### config.mk
export PLATFORM = sky130hd
export DESIGN_NAME = qpr_queue
export DESIGN_NICKNAME = d
export VERILOG_FILES = /design/src/design/qpr_pkg.sv /design/src/design/qpr_queue.sv
export SDC_FILE = /design/constraint.sdc
export NUM_CORES = 1
export LEC_CHECK = 0
export BUFFER_PORTS_ARGS = -buffer_cell sky130_fd_sc_hd__buf_2
export CAP_MARGIN = 20
export CORE_ASPECT_RATIO = 0.9
export CORE_MARGIN = 2
export CORE_UTILIZATION = 50
export DETAILED_ROUTE_END_ITERATION = 10
export GPL_TIMING_DRIVEN = 0
export PLACE_DENSITY = 0.76
export SETUP_SLACK_MARGIN = 0.1
export SLEW_MARGIN = 20
export SYNTH_ARGS = -nofsm -noshare
export SYNTH_HDL_FRONTEND = slang
export SYNTH_SLANG_ARGS = --single-unit
### constraint.sdc
create_clock -name aclk -period 17.6 [get_ports aclk]
set_input_delay 5.28 -clock aclk [delete_from_list [all_inputs] [get_ports aclk]]
set_output_delay 5.28 -clock aclk [all_outputs]
set_load 0.02 [all_outputs]
### src/design/qpr_pkg.sv
package qpr_pkg;

    localparam int CW_MAX      = 48;
    localparam int ATAN_LEN    = 24;
    localparam int QUEUE_DEPTH = 4;
    localparam int QUEUE_AW    = 2;

    localparam logic signed [35:0] PI_Q31      = 36'sd6746518852;
    localparam logic signed [35:0] HALF_PI_Q31 = 36'sd3373259426;
    localparam logic signed [33:0] GAIN_Q30    = 34'sd652032874;
    localparam logic signed [31:0] ONE_Q30     = 32'sd1073741824;

    typedef enum logic [1:0] {
        MODE_AXIS = 2'd0,
        MODE_X    = 2'd1,
        MODE_Y    = 2'd2,
        MODE_Z    = 2'd3
    } mode_t;

    // queue word: classified item ready for the quaternion products
    typedef struct packed {
        logic                     zero;
        logic signed [33:0]       cosv;
        logic signed [33:0]       sinv;
        logic signed [31:0]       nx;
        logic signed [31:0]       ny;
        logic signed [31:0]       nz;
        logic signed [CW_MAX-1:0] px;
        logic signed [CW_MAX-1:0] py;
        logic signed [CW_MAX-1:0] pz;
    } item_t;

    function automatic logic signed [35:0] atan_q31(input int i);
        logic signed [35:0] r;
        case (i)
            0:       r = 36'sd1686629713;
            1:       r = 36'sd995675659;
            2:       r = 36'sd526087673;
            3:       r = 36'sd267050317;
            4:       r = 36'sd134043374;
            5:       r = 36'sd67087031;
            6:       r = 36'sd33551702;
            7:       r = 36'sd16776875;
            8:       r = 36'sd8388565;
            9:       r = 36'sd4194299;
            10:      r = 36'sd2097151;
            11:      r = 36'sd1048576;
            12:      r = 36'sd524288;
            13:      r = 36'sd262144;
            14:      r = 36'sd131072;
            15:      r = 36'sd65536;
            16:      r = 36'sd32768;
            17:      r = 36'sd16384;
            18:      r = 36'sd8192;
            19:      r = 36'sd4096;
            20:      r = 36'sd2048;
            21:      r = 36'sd1024;
            22:      r = 36'sd512;
            23:      r = 36'sd256;
            default: r = 36'sd0;
        endcase
        return r;
    endfunction

endpackage

### src/design/qpr_queue.sv
module qpr_queue (
    input  logic           aclk,
    input  logic           aresetn,
    input  logic           in_valid,
    output logic           in_ready,
    input  qpr_pkg::item_t in_item,
    output logic           out_valid,
    input  logic           out_ready,
    output qpr_pkg::item_t out_item
);

    qpr_pkg::item_t                  slot_reg [0:qpr_pkg::QUEUE_DEPTH-1];
    logic [qpr_pkg::QUEUE_AW-1:0]    wp_reg;
    logic [qpr_pkg::QUEUE_AW-1:0]    rp_reg;
    logic [qpr_pkg::QUEUE_AW:0]      cnt_reg;
    logic [qpr_pkg::QUEUE_AW:0]      cnt_next;
    logic                            push;
    logic                            pop;

    assign in_ready  = cnt_reg != (qpr_pkg::QUEUE_AW + 1)'(qpr_pkg::QUEUE_DEPTH);
    assign out_valid = cnt_reg != '0;
    assign out_item  = slot_reg[rp_reg];
    assign push      = in_valid && in_ready;
    assign pop       = out_valid && out_ready;

    always_comb begin
        cnt_next = cnt_reg;
        if (push && !pop) begin
            cnt_next = cnt_reg + 1'b1;
        end else if (pop && !push) begin
            cnt_next = cnt_reg - 1'b1;
        end
    end

    always_ff @(posedge aclk) begin
        if (!aresetn) begin
            wp_reg  <= '0;
            rp_reg  <= '0;
            cnt_reg <= '0;
        end else begin
            if (push) begin
                wp_reg <= wp_reg + 1'b1;
            end
            if (pop) begin
                rp_reg <= rp_reg + 1'b1;
            end
            cnt_reg <= cnt_next;
        end
    end

    always_ff @(posedge aclk) begin
        if (push) begin
            slot_reg[wp_reg] <= in_item;
        end
    end

endmodule

-- Word-level counts from Yosys, hierarchy flattened
Memories as Yosys holds them, arrays and structs flattened. A register that Yosys moved wholly into a read port is not among the register bits.
Cells that the tools add are included.
- register bits: 7
- memories kept: 1
- input bits: 313
- RAM bits: 1236
- output and inout port bits: 311
- word-level logic and storage cells: 23
- memory list (name ; words ; width ; read ports ; clocked after Yosys merged registers in ; write ports ; line ; text):
    slot_reg ; 4 ; 309 ; 1 ; 1 ; 1 ; qpr_queue.sv:12 ; qpr_pkg::item_t slot_reg [0:qpr_pkg::QUEUE_DEPTH-1];
- reduce and logical (&&, ||, !) cells: 8
- equal/unequal tests: 1
- mux-type cells: 6
- $add $sub $neg: 4
- operators by type and width (cell ; count):
    two-way mux 3 bit ; 2
    adder 2 x 1 -> 2 bit (second input constant) ; 2
    logical AND 1 bit ; 4
    two-way mux 2 bit ; 2
    adder 3 x 1 -> 3 bit (second input constant) ; 1
    inequality test 3 bit (second input constant) ; 1
    nonzero test 3 bit ; 1
    subtractor 3 x 1 -> 3 bit (second input constant) ; 1
    logical NOT 1 bit ; 2
    two-way mux 1 bit ; 2
    nonzero test 2 bit ; 1

-- Longest topological paths before layout
- word-level depth: 6
- mapped depth: 8
- depth with buffers taken out: 8

-- Worst setup path before layout
Ideal clock, no wire load.
- path kind: in2reg
- from: input in_valid
- to: memory slot_reg[0][0] (netlist bit), enable pin
- arrival time: 12.712 ns
- data required time: 16.890 ns
- path buffers: 0
- setup time: 0.710 ns
- path slack: 4.177 ns
- cell stages on the path: 2
- cell sequence: a21boi_1 > and2_1
- cells in the longest elaborated chain, start to end: 3
- ends and longest elaborated chain (element ; line ; text):
    start: declaration ; qpr_queue.sv:4 ; input logic in_valid,
    logical AND 1 bit ; qpr_queue.sv:23 ; assign push = in_valid && in_ready;
    two-way mux 1 bit ; qpr_queue.sv:52 ; if (push) begin
    two-way mux 1 bit (not written as such) ; qpr_queue.sv:53 ; slot_reg[wp_reg] <= in_item;
    end: declaration ; qpr_queue.sv:12 ;
Every way passes these cells.

==> results.ini <==
[detailed_routing]
viasPerCell = 5.60
routed_wl_mm = 95.9
final_antenna_net_count = 0
drc = 0
dr.pass1.iters = 5
wl_per_cell_um = 25.9
vias = 20700
drt_iter0_drc = 1816

[yosys]
synth_area_sq_mm = 0.0450
synth-seq-cells = 1245
synthTopCellsByArea = edfxtp_1 (83%), mux4_2 (15%), dfxtp_1 (0.40%), buf_6 (0.28%), buf_2 (0.24%)
synth_top_area_cell = edfxtp_1
yosysWarnings = 0
ys_types = 24
syn_nets = 1981
yosysSeqAreaShare_pct = 82.9
synth_cells = 1662
synth.top_cell.area_share_pct = 82.5
syn_avg_cell_area_sq_um = 27.1

[place]
hpwl_mm = 63.4
placed_area_sq_mm = 0.0503
dp.cells = 3480
numPortBuffers = 622
place_congestion = 0.768

[power]
p_sw_share_pct = 28.8
ir_drop_uv = 113
p_sw_mw = 2.42
sequentialPowerShare_pct = 43.7
powerDensity_mw_per_mm2 = 155
power_frac_clock_pct = 30.2
intPower_mw = 5.97
comb_power_share_pct = 26.1
p_leak_nw = 18.1

[final_layout]
final_util_pct = 60.8
layout_common_cells = edfxtp_1 (1236), buf_2 (644), mux4_2 (309)
fin_cells = 3703
final_common_cell = edfxtp_1
largest_reg_flops = 1236
fin_area_sq_mm = 0.0542
drive_gt1_share_pct = 46.8
areaGrowthSynthToFinish_pct = 20.6
nets = 2750

[clocking]
htreeDepth = 3
cts_buffers = 115
clock_path_buffers = 3
cts_tree = built
path_clk_slew_ns = 0.06
clock_latency_ns = 0.67
ctsHoldBuffers = 0
cts.sinks = 1245
postCtsSetupRepairBufs = 0
cts_root_buffer = clkbuf_16
post_cts_resized = 0

[sta]
fin_crit_sh_pct = 47.5
final-setup-viol-count = 0
hold_violations = 0
drv_slew = 0
worst_clock_skew_ns = 0.0354
fin_crit_ns = 8.35
slew_headroom_pct = 35.5
max_freq_mhz = 120
rsz0062_at_grt = no
whs_ns = 0.519
tightest_slew_ns = 0.968

[setup_path]
path_class = flip-flop to output pin
reg2regPathDepth = 7
crit_fanout = 10
max_stage_delay_ns = 0.67
cp-start-kind = flip-flop
r2r-end = slot_reg[1][200]$_DFFE_PP_
crit_path_frequent_cell = buf_2
cpMaxStageDelayCell = clkbuf_1
crit_arrival_ns = 3.07
r2r_setup_slack_ns = 14.37
timing.rr.start = cnt_reg[1]$_SDFFE_PN0P_
end_kind = output pin
path_cells = buf_2 -> clkbuf_1 -> buf_2 -> mux4_2 -> buf_2
required_ns = 12.32

[floorplan]
die_height_um = 288
ios = 624
rows = 104
fp.dieW_um = 320
initial_utilization_pct = 50.4
design.die.area_sq_mm = 0.0923
core_sq_mm = 0.0893

[run_status]
status = finished, final reports clean

[hold_path]
hold_depth = 2
hold_class = flip-flop to flip-flop
min_from = wp_reg[1]$_SDFFE_PN0P_
worstHoldEndpoint = wp_reg[1]$_SDFFE_PN0P_

[global_routing]
grt_max_degree = 48
grtUsageTotal_pct = 20.4
grt_remaining_overflow = 0
grt_pass1_vias = 21800
grt_pass1_wl_mm = 140
antenna_found_initial = 34

[flow_run]
maxCapViolations = 0

[power by group through the flow]
stage               clock, mW  sequential [mW]  combinational (mW)
floorplan                   0             3.80                1.43
global placement            0             3.89                2.13
detailed placement          0             3.72                2.21
CTS                      2.59             3.67                2.23
global route             2.70             3.68                2.31
finish                   2.54             3.67                2.19
[worst max-delay path by stage]
| stage | endpoint | slack, ns |
|---|---|---|
| after floorplan | slot_reg[0][0]$_DFFE_PP_ | 4.18 |
| after global placement | slot_reg[0][282]$_DFFE_PP_ | -1.11 |
| after detailed placement | slot_reg[2][231]$_DFFE_PP_ | 9.51 |
| after CTS | out_item[107] | 9.07 |
| after global routing | out_item[255] | 9.07 |
| final | out_item[255] | 9.25 |
[cell type report]
type | count | area [sq um]
repair buffers | 652 | 3860
multi-input cells | 344 | 7240
plain buffers | 70 | 422
fillers | 6000 | 35000
clock inverters | 72 | 918
well taps | 1166 | 1460
clock buffers | 136 | 2980
flip-flops and latches | 1245 | 37300
diodes | 15 | 37.5
inverters | 3 | 11.3
[per-layer routing]
layer  global-route usage [%]  vias to the layer above  part of all wire (%)
li1                         -                     8818                     -
met1                     24.6                    10900                    36
met2                     35.7                      745                    53
met3                     6.07                      194                   7.9
met4                     6.43                       36                   2.6
met5                        0                        -                  0.22
[critical path: cells and delay by family (launching register included)]
| kind | cells | cell delay, ns |
|---|---|---|
| buffers and inverters | 4 | 1.67 |
| flip-flops | 1 | 0.34 |
| multiplexers | 1 | 0.38 |
[synth_stat cells (all sizes together)]
master and instances:
a21boi 2, and2 8, buf 63, clkbuf 7, dfxtp 9, edfxtp 1236
fa 1, ha 5, inv 3, mux2i 3, mux4 309, nand2 5
nor2 1, nor2b 1, o21ai 1, o311ai 1, o31ai 1, or3 2
xnor2 3, xor2 1
[kinds of logic (layout without fill, tap and decap cells)]
| logic type | count (synthesis) | in the layout | synth area share (%) |
|---|---|---|---|
| mux | 312 | 312 | 15.5 |
| buf+inv | 73 | 933 | 0.963 |
| simple gates | 17 | 17 | 0.203 |
| compound gates | 5 | 5 | 0.0807 |
| flops | 1245 | 1245 | 82.9 |
| other cells | 0 | 15 | 0 |
| xor+xnor | 4 | 4 | 0.0779 |
| fa+ha+maj | 6 | 6 | 0.184 |
[metrics by stage]
stage	TNS [ns]	worst slack (ns)	power, mW
6_report	0	9.25	8.39
5_1_grt	0	9.07	8.69
4_1_cts	0	9.07	8.49
3_5_place_dp	0	9.51	5.94
3_3_place_gp	-1274.37	-1.11	6.02
2_1_floorplan	0	4.18	5.23
Note: power is estimated with default switching activity, not from simulation.
